### src/rtl/core/counting_semaphore_bank_core_macros.svh
// assertion helpers shared by the semaphore bank rtl
`ifndef COUNTING_SEMAPHORE_BANK_CORE_MACROS_SVH
`define COUNTING_SEMAPHORE_BANK_CORE_MACROS_SVH

// same-cycle implication, silenced during reset
`define CSB_ASSERT_IMP(label, clk, rst, ante, cons, msg) \
  label: assert property (@(posedge clk) disable iff (rst) (ante) |-> (cons)) \
    else $error(msg);

// next-cycle implication, silenced during reset
`define CSB_ASSERT_NXT(label, clk, rst, ante, cons, msg) \
  label: assert property (@(posedge clk) disable iff (rst) (ante) |=> (cons)) \
    else $error(msg);

`endif

### src/rtl/core/csb_pkg.sv
package csb_pkg;

  // default sizes of the bank
  localparam int NUM_SEMS_DEF   = 16;
  localparam int WAIT_DEPTH_DEF = 8;
  localparam int PID_BITS_DEF   = 16;

  // command queue between front and back
  localparam int CMD_DEPTH = 2;

  // stream widths
  localparam int IN_W  = 40;
  localparam int OUT_W = 40;

  // operation codes
  localparam logic [1:0] OP_OPEN  = 2'd0;
  localparam logic [1:0] OP_WAIT  = 2'd1;
  localparam logic [1:0] OP_POST  = 2'd2;
  localparam logic [1:0] OP_CLOSE = 2'd3;

  // status codes
  localparam logic [2:0] ST_OK       = 3'd0;
  localparam logic [2:0] ST_BLOCKED  = 3'd1;
  localparam logic [2:0] ST_INVALID  = 3'd2;
  localparam logic [2:0] ST_INACTIVE = 3'd3;
  localparam logic [2:0] ST_FULL     = 3'd4;
  localparam logic [2:0] ST_SAT      = 3'd5;

  // saturation limits
  localparam logic [14:0] COUNT_MAX = 15'h7fff;
  localparam logic [7:0]  CONN_MAX  = 8'hff;

  // classified command as it waits in the queue
  typedef struct packed {
    logic [1:0]  op;
    logic        bad_index;
    logic        negative;
    logic [3:0]  sem_index;
    logic [15:0] caller_pid;
    logic [14:0] init_count;
  } cmd_t;

  // one result beat
  typedef struct packed {
    logic [14:0] count_after;
    logic [15:0] woken_pid;
    logic        woken_valid;
    logic [2:0]  status;
  } res_t;

endpackage

### src/rtl/core/counting_semaphore_bank_core.sv
// counting semaphore bank: open, wait, post and close on indexed slots
// the back end pops a new command only when idle, once the read-modify-write of the slot
//   record memory and, for a post that wakes a waiter, the extra read of the waiter memory
//   are done; the command queue can still take beats meanwhile
// reset: synchronous; clears the command queue, sequencer, result valid and all active
//   flags; record and waiter memories are not swept
`include "counting_semaphore_bank_core_macros.svh"

module counting_semaphore_bank_core #(
  parameter int NUM_SEMS   = csb_pkg::NUM_SEMS_DEF,
  parameter int WAIT_DEPTH = csb_pkg::WAIT_DEPTH_DEF,
  parameter int PID_BITS   = csb_pkg::PID_BITS_DEF
) (
  input  logic                      clk,
  input  logic                      rst,
  input  logic                      s_axis_tvalid,
  output logic                      s_axis_tready,
  // operation[1:0], sem_index[5:2], caller_pid[21:6], init_value[37:22], zero[39:38]
  input  logic [csb_pkg::IN_W-1:0]  s_axis_tdata,
  output logic                      m_axis_tvalid,
  input  logic                      m_axis_tready,
  // status[2:0], woken_valid[3], woken_pid[19:4], count_after[34:20], zero[39:35]
  output logic [csb_pkg::OUT_W-1:0] m_axis_tdata
);

  csb_pkg::cmd_t front_cmd;
  csb_pkg::cmd_t queue_cmd;
  csb_pkg::res_t res;
  logic          cmd_full;
  logic          cmd_empty;
  logic          cmd_pop;

  // classify incoming beats
  csb_front #(
    .NUM_SEMS(NUM_SEMS)
  ) u_front (
    .tdata(s_axis_tdata),
    .cmd  (front_cmd)
  );

  // short queue decoupling front and back
  csb_cmd_fifo u_cmd_fifo (
    .clk  (clk),
    .rst  (rst),
    .push (s_axis_tvalid),
    .din  (front_cmd),
    .full (cmd_full),
    .pop  (cmd_pop),
    .dout (queue_cmd),
    .empty(cmd_empty)
  );

  assign s_axis_tready = !cmd_full;

  // carry out commands on the slot state
  csb_back #(
    .NUM_SEMS  (NUM_SEMS),
    .WAIT_DEPTH(WAIT_DEPTH),
    .PID_BITS  (PID_BITS)
  ) u_back (
    .clk      (clk),
    .rst      (rst),
    .cmd_valid(!cmd_empty),
    .cmd      (queue_cmd),
    .cmd_pop  (cmd_pop),
    .res_ready(m_axis_tready),
    .res_valid(m_axis_tvalid),
    .res      (res)
  );

  // pack the result beat
  assign m_axis_tdata = {5'd0, res.count_after, res.woken_pid, res.woken_valid, res.status};

  // checks
  `CSB_ASSERT_IMP(a_no_pop_empty, clk, rst, cmd_empty, !cmd_pop, "pop from empty command queue")
  `CSB_ASSERT_NXT(a_no_back_to_back_pop, clk, rst, cmd_pop, !cmd_pop, "back popped twice in a row")
  `CSB_ASSERT_IMP(a_woken_ok, clk, rst, m_axis_tvalid && m_axis_tdata[3], m_axis_tdata[2:0] == csb_pkg::ST_OK, "waking result without ok status")
  `CSB_ASSERT_IMP(a_pid_zero, clk, rst, m_axis_tvalid && !m_axis_tdata[3], m_axis_tdata[19:4] == 16'd0, "woken pid set without a wake")

endmodule

### src/rtl/core/csb_ram.sv
module csb_ram #(
  parameter int WIDTH = 16,
  parameter int DEPTH = 16
) (
  input  logic                                 clk,
  input  logic                                 we,
  input  logic [(DEPTH > 1 ? $clog2(DEPTH) : 1)-1:0] waddr,
  input  logic [WIDTH-1:0]                     wdata,
  input  logic                                 re,
  input  logic [(DEPTH > 1 ? $clog2(DEPTH) : 1)-1:0] raddr,
  output logic [WIDTH-1:0]                     rdata
);

  logic [WIDTH-1:0] mem [DEPTH];

  // one write port, one registered read port
  always_ff @(posedge clk) begin
    if (we) begin
      mem[waddr] <= wdata;
    end
    if (re) begin
      rdata <= mem[raddr];
    end
  end

endmodule

### src/rtl/core/csb_front.sv
module csb_front #(
  parameter int NUM_SEMS = csb_pkg::NUM_SEMS_DEF
) (
  input  logic [csb_pkg::IN_W-1:0] tdata,
  output csb_pkg::cmd_t            cmd
);

  logic [3:0]  sem_index;
  logic [15:0] init_value;

  assign sem_index  = tdata[5:2];
  assign init_value = tdata[37:22];

  // split the beat and flag out-of-bank slots and negative initial counts
  always_comb begin
    cmd.op         = tdata[1:0];
    cmd.sem_index  = sem_index;
    cmd.caller_pid = tdata[21:6];
    cmd.init_count = init_value[14:0];
    cmd.negative   = init_value[15];
    cmd.bad_index  = ({5'd0, sem_index} >= 9'(NUM_SEMS));
  end

endmodule

### src/rtl/core/csb_cmd_fifo.sv
module csb_cmd_fifo (
  input  logic          clk,
  input  logic          rst,
  input  logic          push,
  input  csb_pkg::cmd_t din,
  output logic          full,
  input  logic          pop,
  output csb_pkg::cmd_t dout,
  output logic          empty
);

  localparam int PW = (csb_pkg::CMD_DEPTH > 1) ? $clog2(csb_pkg::CMD_DEPTH) : 1;

  csb_pkg::cmd_t entry [csb_pkg::CMD_DEPTH];
  logic [PW-1:0] wptr;
  logic [PW-1:0] rptr;
  logic [PW:0]   fill;

  assign full  = (fill == (PW+1)'(csb_pkg::CMD_DEPTH));
  assign empty = (fill == '0);
  assign dout  = entry[rptr];

  // storage, no reset needed
  always_ff @(posedge clk) begin
    if (push && !full) begin
      entry[wptr] <= din;
    end
  end

  // pointers and fill level
  always_ff @(posedge clk) begin
    if (rst) begin
      wptr <= '0;
      rptr <= '0;
      fill <= '0;
    end else begin
      if (push && !full) begin
        wptr <= wptr + 1'b1;
      end
      if (pop && !empty) begin
        rptr <= rptr + 1'b1;
      end
      case ({push && !full, pop && !empty})
        2'b10:   fill <= fill + 1'b1;
        2'b01:   fill <= fill - 1'b1;
        default: fill <= fill;
      endcase
    end
  end

endmodule

### src/rtl/core/csb_back.sv
module csb_back #(
  parameter int NUM_SEMS   = csb_pkg::NUM_SEMS_DEF,
  parameter int WAIT_DEPTH = csb_pkg::WAIT_DEPTH_DEF,
  parameter int PID_BITS   = csb_pkg::PID_BITS_DEF
) (
  input  logic          clk,
  input  logic          rst,
  input  logic          cmd_valid,
  input  csb_pkg::cmd_t cmd,
  output logic          cmd_pop,
  input  logic          res_ready,
  output logic          res_valid,
  output csb_pkg::res_t res
);

  localparam int SLOT_W  = (NUM_SEMS > 1) ? $clog2(NUM_SEMS) : 1;
  localparam int PTR_W   = (WAIT_DEPTH > 1) ? $clog2(WAIT_DEPTH) : 1;
  localparam int FILL_W  = $clog2(WAIT_DEPTH + 1);
  localparam int CNT_W   = 15;
  localparam int CONN_W  = 8;
  localparam int REC_W   = CNT_W + CONN_W + 2 * PTR_W + FILL_W;
  localparam int WQ_DEPTH = 1 << (SLOT_W + PTR_W);
  localparam logic [PTR_W-1:0]  LAST_PTR  = PTR_W'(WAIT_DEPTH - 1);
  localparam logic [FILL_W-1:0] FULL_FILL = FILL_W'(WAIT_DEPTH);

  localparam logic [1:0] S_IDLE = 2'd0;
  localparam logic [1:0] S_EXEC = 2'd1;
  localparam logic [1:0] S_WAKE = 2'd2;

  logic [1:0]          state;
  logic [1:0]          state_next;
  csb_pkg::cmd_t       cur;
  logic [NUM_SEMS-1:0] slot_active;

  logic [SLOT_W-1:0]   pop_slot;
  logic [SLOT_W-1:0]   cur_slot;
  logic [REC_W-1:0]    rec_rdata;
  logic [REC_W-1:0]    rec_wdata;
  logic                rec_we;
  logic [PID_BITS-1:0] wq_rdata;
  logic [PID_BITS-1:0] wq_wdata;
  logic                wq_we;
  logic                wq_re;
  logic [PTR_W-1:0]    wq_ptr;

  logic [CNT_W-1:0]    r_count;
  logic [CONN_W-1:0]   r_conn;
  logic [PTR_W-1:0]    r_head;
  logic [PTR_W-1:0]    r_tail;
  logic [FILL_W-1:0]   r_fill;
  logic [CNT_W-1:0]    n_count;
  logic [CONN_W-1:0]   n_conn;
  logic [PTR_W-1:0]    n_head;
  logic [PTR_W-1:0]    n_tail;
  logic [FILL_W-1:0]   n_fill;

  logic                act;
  logic                act_set;
  logic                act_clr;
  logic                out_free;
  logic                finish;
  csb_pkg::res_t       res_next;

  // slot index of a command, slot zero when outside the bank
  always_comb begin
    pop_slot = '0;
    cur_slot = '0;
    for (int i = 0; i < SLOT_W; i++) begin
      if (i < 4) begin
        pop_slot[i] = cmd.sem_index[i] & !cmd.bad_index;
        cur_slot[i] = cur.sem_index[i] & !cur.bad_index;
      end
    end
  end

  // caller pid narrowed or widened to the stored width
  always_comb begin
    wq_wdata = '0;
    for (int i = 0; i < PID_BITS; i++) begin
      if (i < 16) begin
        wq_wdata[i] = cur.caller_pid[i];
      end
    end
  end

  assign cmd_pop  = (state == S_IDLE) && cmd_valid;
  assign out_free = !res_valid || res_ready;
  assign act      = slot_active[cur_slot];
  assign {r_count, r_conn, r_head, r_tail, r_fill} = rec_rdata;
  assign rec_wdata = {n_count, n_conn, n_head, n_tail, n_fill};

  // per-slot record: count, connections, queue pointers and fill
  csb_ram #(
    .WIDTH(REC_W),
    .DEPTH(NUM_SEMS)
  ) u_rec_ram (
    .clk  (clk),
    .we   (rec_we),
    .waddr(cur_slot),
    .wdata(rec_wdata),
    .re   (cmd_pop),
    .raddr(pop_slot),
    .rdata(rec_rdata)
  );

  // waiter pids, one row of queue entries per slot
  csb_ram #(
    .WIDTH(PID_BITS),
    .DEPTH(WQ_DEPTH)
  ) u_wait_ram (
    .clk  (clk),
    .we   (wq_we),
    .waddr({cur_slot, r_tail}),
    .wdata(wq_wdata),
    .re   (wq_re),
    .raddr({cur_slot, wq_ptr}),
    .rdata(wq_rdata)
  );

  assign wq_ptr = r_head;

  // execute the command against the slot record
  always_comb begin
    n_count    = r_count;
    n_conn     = r_conn;
    n_head     = r_head;
    n_tail     = r_tail;
    n_fill     = r_fill;
    rec_we     = 1'b0;
    act_set    = 1'b0;
    act_clr    = 1'b0;
    wq_we      = 1'b0;
    wq_re      = 1'b0;
    finish     = 1'b0;
    state_next = state;
    res_next   = '0;
    res_next.status = csb_pkg::ST_OK;

    unique case (state)
      S_IDLE: begin
        if (cmd_pop) begin
          state_next = S_EXEC;
        end
      end
      S_EXEC: begin
        if (out_free) begin
          finish     = 1'b1;
          state_next = S_IDLE;
          if (cur.bad_index) begin
            res_next.status = csb_pkg::ST_INVALID;
          end else if (cur.op == csb_pkg::OP_OPEN) begin
            if (cur.negative) begin
              res_next.status      = csb_pkg::ST_INVALID;
              res_next.count_after = act ? r_count : '0;
            end else if (!act) begin
              act_set = 1'b1;
              rec_we  = 1'b1;
              n_count = cur.init_count;
              n_conn  = CONN_W'(1);
              n_head  = '0;
              n_tail  = '0;
              n_fill  = '0;
              res_next.count_after = cur.init_count;
            end else begin
              if (r_conn != csb_pkg::CONN_MAX) begin
                n_conn = r_conn + 1'b1;
                rec_we = 1'b1;
              end
              res_next.count_after = r_count;
            end
          end else if (!act) begin
            res_next.status = csb_pkg::ST_INACTIVE;
          end else begin
            case (cur.op)
              csb_pkg::OP_WAIT: begin
                if (r_count != '0) begin
                  n_count = r_count - 1'b1;
                  rec_we  = 1'b1;
                end else if (r_fill >= FULL_FILL) begin
                  res_next.status = csb_pkg::ST_FULL;
                end else begin
                  // queue the caller at the tail
                  wq_we   = 1'b1;
                  n_tail  = (r_tail == LAST_PTR) ? '0 : r_tail + 1'b1;
                  n_fill  = r_fill + 1'b1;
                  rec_we  = 1'b1;
                  res_next.status = csb_pkg::ST_BLOCKED;
                end
                res_next.count_after = n_count;
              end
              csb_pkg::OP_POST: begin
                if (r_fill != '0) begin
                  // fetch the oldest waiter first
                  finish     = 1'b0;
                  wq_re      = 1'b1;
                  state_next = S_WAKE;
                end else if (r_count >= csb_pkg::COUNT_MAX) begin
                  res_next.status = csb_pkg::ST_SAT;
                end else begin
                  n_count = r_count + 1'b1;
                  rec_we  = 1'b1;
                end
                res_next.count_after = n_count;
              end
              default: begin
                if (r_conn <= CONN_W'(1)) begin
                  act_clr = 1'b1;
                end else begin
                  n_conn = r_conn - 1'b1;
                  rec_we = 1'b1;
                  res_next.count_after = r_count;
                end
              end
            endcase
          end
        end
      end
      S_WAKE: begin
        if (out_free) begin
          finish     = 1'b1;
          state_next = S_IDLE;
          rec_we     = 1'b1;
          n_head     = (r_head == LAST_PTR) ? '0 : r_head + 1'b1;
          n_fill     = r_fill - 1'b1;
          res_next.woken_valid = 1'b1;
          res_next.count_after = r_count;
          for (int i = 0; i < 16; i++) begin
            if (i < PID_BITS) begin
              res_next.woken_pid[i] = wq_rdata[i];
            end
          end
        end
      end
      default: begin
        state_next = S_IDLE;
      end
    endcase
  end

  // latch the popped command
  always_ff @(posedge clk) begin
    if (cmd_pop) begin
      cur <= cmd;
    end
  end

  // sequencer, active flags and result register
  always_ff @(posedge clk) begin
    if (rst) begin
      state       <= S_IDLE;
      slot_active <= '0;
      res_valid   <= 1'b0;
    end else begin
      state <= state_next;
      if (act_set) begin
        slot_active[cur_slot] <= 1'b1;
      end
      if (act_clr) begin
        slot_active[cur_slot] <= 1'b0;
      end
      if (finish) begin
        res_valid <= 1'b1;
      end else if (res_ready) begin
        res_valid <= 1'b0;
      end
    end
  end

  // result payload
  always_ff @(posedge clk) begin
    if (finish) begin
      res <= res_next;
    end
  end

endmodule

### config.mk
export PLATFORM = sky130hd
export DESIGN_NAME = counting_semaphore_bank_core
export DESIGN_NICKNAME = d
export VERILOG_FILES = /design/src/rtl/core/csb_pkg.sv /design/src/rtl/core/counting_semaphore_bank_core.sv /design/src/rtl/core/csb_ram.sv /design/src/rtl/core/csb_front.sv /design/src/rtl/core/csb_cmd_fifo.sv /design/src/rtl/core/csb_back.sv
export VERILOG_INCLUDE_DIRS = /design/src /design/src/rtl/core
export SDC_FILE = /design/constraint.sdc
export NUM_CORES = 2
export LEC_CHECK = 0
export BUFFER_PORTS_ARGS = -buffer_cell sky130_fd_sc_hd__buf_2
export CORE_MARGIN = 2
export CORE_UTILIZATION = 50
export DETAILED_ROUTE_END_ITERATION = 10
export PLACE_DENSITY = 0.62
export SLEW_MARGIN = 15
export SYNTH_ARGS = -nofsm -noshare
export SYNTH_HDL_FRONTEND = slang
export SYNTH_SLANG_ARGS = --single-unit
### constraint.sdc
create_clock -name clk -period 5.8 [get_ports clk]
set_input_delay 0.29 -clock clk [delete_from_list [all_inputs] [get_ports clk]]
set_output_delay 0.29 -clock clk [all_outputs]
set_load 0.05 [all_outputs]
==> tab_implementation.tex <==
\begin{tabular}{lr}
\hline
Metric & Value \\
\hline
\multicolumn{2}{l}{\textbf{Placed design}} \\
DPL Wire Length & 164,000 um \\
Worst setup timing slack at the placement stage & 1.40 ns \\
Final RePlAce weighted congestion & 0.903 \\
Post-detailed-placement cell area & 115,000 um2 \\
Quantity of I/O buffers inserted on ports & 78 \\
\multicolumn{2}{l}{\textbf{Timing}} \\
Final Hold Violating Endpoints & 0 \\
Setup TNS Final & 0 ns \\
Slew at the pin closest to its max-slew limit & 1.21 ns \\
Slew Limit Fails & 0 \\
Worst clock skew on the final layout & 0.0710 ns \\
Setup repair after global routing missed its margin & false \\
Final worst path period share & 76.9\% \\
Achievable clock frequency & 0.224 GHz \\
Relative slew slack & 19.7\% \\
Setup Viol. Count Final & 0 \\
Least setup slack across all paths after layout & 1.34 ns \\
Shortest clock period the worst path allows after layout & 4.46 ns \\
\multicolumn{2}{l}{\textbf{Floorplan}} \\
Number of I/O pins & 86 \\
Chip Width & 473 um \\
Placeable Area & 218,000 um2 \\
Area of the die & 223,000 um2 \\
Die Ht & 473 um \\
Starting Density & 50.4\% \\
Standard-cell rows & 171 \\
\multicolumn{2}{l}{\textbf{Routing}} \\
Via density & 6.23 \\
Final wirelength & 282,000 um \\
Routed WL per cell & 30.7 um \\
First-pass iteration count of the detailed router & 5 \\
Total via count in the routed design & 57,300 \\
Initial DRC Count & 6,855 \\
Number of DRC violations after detailed routing & 0 \\
Final ANT Viol Nets & 0 \\
\multicolumn{2}{l}{\textbf{Global routing}} \\
Overall Global Routing Usage & 25.2\% \\
Pin count of the biggest net entering global routing & 117 \\
Wire length of the first global-routing pass & 406,000 um \\
Number of antenna violations at the first check in global routing & 5 \\
Via count of the first global-routing pass & 56,900 \\
Remaining global-route overflow & 0 \\
\multicolumn{2}{l}{\textbf{Setup path}} \\
Startpoint Class & flop \\
Worst path buffer plus inverter count & 2 \\
Critical path endpoint category & flop \\
Critical path fanouts, max & 16 \\
Cell family with most CP delay & simple AND/OR/NAND/NOR gates \\
Critical Path Slowest Stage Cell & sky130\_fd\_sc\_hd\_\_nor2\_1 \\
Ordered list of cells on the worst path & inv\_1 -> ha\_1 -> nor4b\_4 -> nand4\_1 -> nand2b\_4 -> nor3\_4 -> nand4\_4 -> nor2\_1 -> buf\_4 \\
Worst endpoint required time & 6.39 ns \\
Arrival time worst endpoint & 5.05 ns \\
Class of the most critical setup path & reg2reg \\
Critical Path Max Stage Delay & 0.64 ns \\
\multicolumn{2}{l}{\textbf{CTS}} \\
Number of H-tree levels & 5 \\
Clock buffers created by TritonCTS & 303 \\
Root cell of the clock tree & sky130\_fd\_sc\_hd\_\_clkbuf\_16 \\
Insertion delay of the later-clocked pin in the worst-skew pair & 0.94 ns \\
Number of clock sinks & 2,798 \\
Max clock buf depth & 4 \\
TritonCTS clock tree & built \\
\# Post-CTS Setup Buffers & 0 \\
Clock edge transition at the registers on the reported setup and hold paths & 0.06 ns \\
\multicolumn{2}{l}{\textbf{Synthesis}} \\
Post-synthesis register bit count & 2,798 \\
Post-synthesis cell count & 5,745 \\
Number of warning messages in the yosys log & 0 \\
Most frequently used flop master after synthesis & sky130\_fd\_sc\_hd\_\_edfxtp\_1 \\
Number of distinct library cells after synthesis & 89 \\
Synthesized cell area & 110,000 um2 \\
Avg Inst Size Synth & 19.1 um2 \\
Number of enable flip-flop cells after synthesis & 2,774 \\
Share of synthesized area occupied by flip-flops and latches & 76.3\% \\
Async S/R FF share, synth & 0\% \\
\multicolumn{2}{l}{\textbf{Power}} \\
Overall power after layout & 61,300 uW \\
Power Dens Cells & 492 nW/um2 \\
Maximum ir drop on the vdd rail & 402 uV \\
Leak pwr & 0.0400 uW \\
\multicolumn{2}{l}{\textbf{Finish}} \\
Net count of the finished layout & 6,190 \\
Post-synthesis to final-layout area growth & 13.6\% \\
Fill cell count & 16,000 \\
Utilization after layout & 57.3\% \\
Total non-filler cell area in the finished layout & 125,000 um2 \\
Share of post-route cells with drive strength above 1 & 24.0\% \\
\multicolumn{2}{l}{\textbf{Worst hold path}} \\
Kind of path behind the tightest hold check & in2reg \\
\multicolumn{2}{l}{\textbf{Outcome}} \\
Outcome & finished, final reports clean \\
\multicolumn{2}{l}{\textbf{Run}} \\
Total of max-cap violations & 0 \\
\hline
\end{tabular}
## metal layers
metal | share of wire [%] | vias to the layer above | global-route usage, %
met2 | 48 | 2530 | 40.4
met4 | 3.9 | 2 | 9.53
met1 | 41 | 30100 | 35.3
met5 | 0.0046 | - | 0
li1 | - | 24100 | -
met3 | 7.2 | 537 | 3.86
## report_power, final
| group | internal, uW | switching [uW] |
|---|---|---|
| logic | 6130 | 11100 |
| registers | 25300 | 620 |
| clock network | 10600 | 7510 |
| total | 42100 | 19200 |
## layout make-up
cell class / count / area [um2] / share of cell area (%)
flip-flops and latches: 2798 / 83800 / 67.2
multi-input cells: 2564 / 24600 / 19.8
clock buffers: 375 / 7980 / 6.40
clock inverters: 136 / 1180 / 0.947
well taps: 2854 / 3570 / 2.86
diodes: 4 / 10.0 / 0.00803
inverters: 30 / 123 / 0.0983
repair buffers: 430 / 3410 / 2.73
## worst reg2reg max path, stage by stage, from the launching register on
cell	delay, ns
sky130_fd_sc_hd__edfxtp_1	0.56
sky130_fd_sc_hd__inv_1	0.20
sky130_fd_sc_hd__ha_1	0.22
sky130_fd_sc_hd__nor4b_4	0.40
sky130_fd_sc_hd__nand4_1	0.26
sky130_fd_sc_hd__nand2b_4	0.25
sky130_fd_sc_hd__nor3_4	0.60
sky130_fd_sc_hd__nand4_4	0.63
sky130_fd_sc_hd__nor2_1	0.70
sky130_fd_sc_hd__buf_4	0.32
## cells in the mapped netlist, types with 6 or more instances
master	number	area share, %
sky130_fd_sc_hd__a22oi_1	87	0.60
sky130_fd_sc_hd__mux2_2	43	0.44
sky130_fd_sc_hd__a22o_1	28	0.22
sky130_fd_sc_hd__nand2b_1	11	0.063
sky130_fd_sc_hd__nor4_1	9	0.051
sky130_fd_sc_hd__o21ai_1	9	0.041
sky130_fd_sc_hd__and3_1	68	0.39
sky130_fd_sc_hd__ha_1	19	0.22
sky130_fd_sc_hd__nand3_1	299	1.4
sky130_fd_sc_hd__a221oi_1	26	0.21
sky130_fd_sc_hd__edfxtp_1	2774	76
sky130_fd_sc_hd__buf_6	7	0.072
sky130_fd_sc_hd__mux4_2	586	12
sky130_fd_sc_hd__a21o_1	7	0.048
sky130_fd_sc_hd__buf_4	25	0.17
sky130_fd_sc_hd__nor2_1	236	0.81
sky130_fd_sc_hd__nor3b_1	6	0.041
sky130_fd_sc_hd__buf_2	86	0.39
sky130_fd_sc_hd__xor2_1	8	0.064
sky130_fd_sc_hd__a211oi_1	8	0.055
sky130_fd_sc_hd__a21oi_1	44	0.20
sky130_fd_sc_hd__nand3b_1	7	0.048
sky130_fd_sc_hd__mux2i_1	42	0.38
sky130_fd_sc_hd__clkbuf_1	199	0.68
sky130_fd_sc_hd__a31oi_1	47	0.27
sky130_fd_sc_hd__o21ai_0	40	0.18
sky130_fd_sc_hd__and2_1	11	0.063
sky130_fd_sc_hd__o31ai_1	9	0.062
sky130_fd_sc_hd__nor2b_1	18	0.10
sky130_fd_sc_hd__o22ai_1	38	0.22
sky130_fd_sc_hd__dfxtp_1	24	0.44
sky130_fd_sc_hd__or3_1	6	0.034
sky130_fd_sc_hd__xnor2_1	11	0.088
sky130_fd_sc_hd__a311oi_1	68	0.54
sky130_fd_sc_hd__nor3_1	19	0.087
sky130_fd_sc_hd__inv_1	26	0.089
sky130_fd_sc_hd__buf_1	40	0.14
sky130_fd_sc_hd__nand2_1	624	2.1
sky130_fd_sc_hd__o221ai_1	7	0.056
sky130_fd_sc_hd__nand4_1	28	0.16
## registers in the layout, indices dropped and copies added, names as in the netlist, named ones only
| signal | count |
|---|---|
| u_back.cur | 22 |
| u_back.res_valid | 1 |
| u_back.u_wait_ram.rdata | 16 |
| u_cmd_fifo.fill | 2 |
| u_back.wq_wdata | 16 |
| u_cmd_fifo.wptr | 1 |
| u_back.slot_active | 16 |
| u_cmd_fifo.entry | 76 |
| u_back.state | 2 |
| u_back.u_rec_ram.rdata | 33 |
| u_back.u_wait_ram.mem | 2048 |
| u_back.u_rec_ram.mem | 528 |
| u_cmd_fifo.rptr | 1 |
| u_back.res | 35 |
## cells in the final DEF, fill, tap and decap left out, drive strengths merged, types with 26 or more instances in the layout
cell	Yosys	final
clkbuf	199	376
clkinv	2	104
edfxtp	2774	2774
nand3	302	302
mux4	586	586
and3	68	68
a31oi	47	47
buf	158	387
a21oi	45	45
o22ai	38	38
nor2	237	237
dlygate4sd3	0	42
a22o	28	28
o21ai	49	49
nand4	30	30
a22oi	89	89
a311oi	69	69
mux2	43	43
a221oi	26	26
nand2	624	624
inv	28	39
mux2i	42	42
## kinds of logic (layout without fill, tap and decap cells)
kind of cell / Yosys count / count (layout) / synth area share (%)
muxes: 671 / 671 / 12.8
and+or+nand+nor: 1385 / 1385 / 5.77
adders and majority gates: 19 / 19 / 0.217
DFF: 2798 / 2798 / 76.3
other: 1 / 9 / 0.00342
xor gates and xnor gates: 20 / 20 / 0.166
AOI/OAI and AO/OA: 464 / 464 / 3.10
buffers and inverters: 387 / 971 / 1.56
## per-stage QoR
| stage | hold slack [ns] | instances |
|---|---|---|
| global route | 0.0737 | 9188 |
| global placement | 0.468 | 8631 |
| finish | 0.108 | 9191 |
| detailed placement | 0.481 | 8631 |
| floorplan | 0.359 | 5749 |
| CTS | 0.0374 | 9184 |
## path summary, 6_finish.rpt
path / startpoint / end / slack [ns] / cells past startpoint
max: u_back.u_rec_ram.rdata[18] / u_back.u_wait_ram.mem[31][5] / 1.34 / 9
min: s_axis_tdata[15] / u_cmd_fifo.entry[1][24] / 0.11 / 2
max reg2reg: u_back.u_rec_ram.rdata[18] / u_back.u_wait_ram.mem[31][5] / 1.34 / 9
min reg2reg: u_back.slot_active[9] / u_back.slot_active[9] / 0.50 / 2
## repair_timing
item	4_1_cts	5_1_grt
endpoints found under the setup margin	0	0
hold buffers	42	0
hold endpoints to repair	100	0
gates resized for setup	0	0
Power figures use the tool's default switching activity.
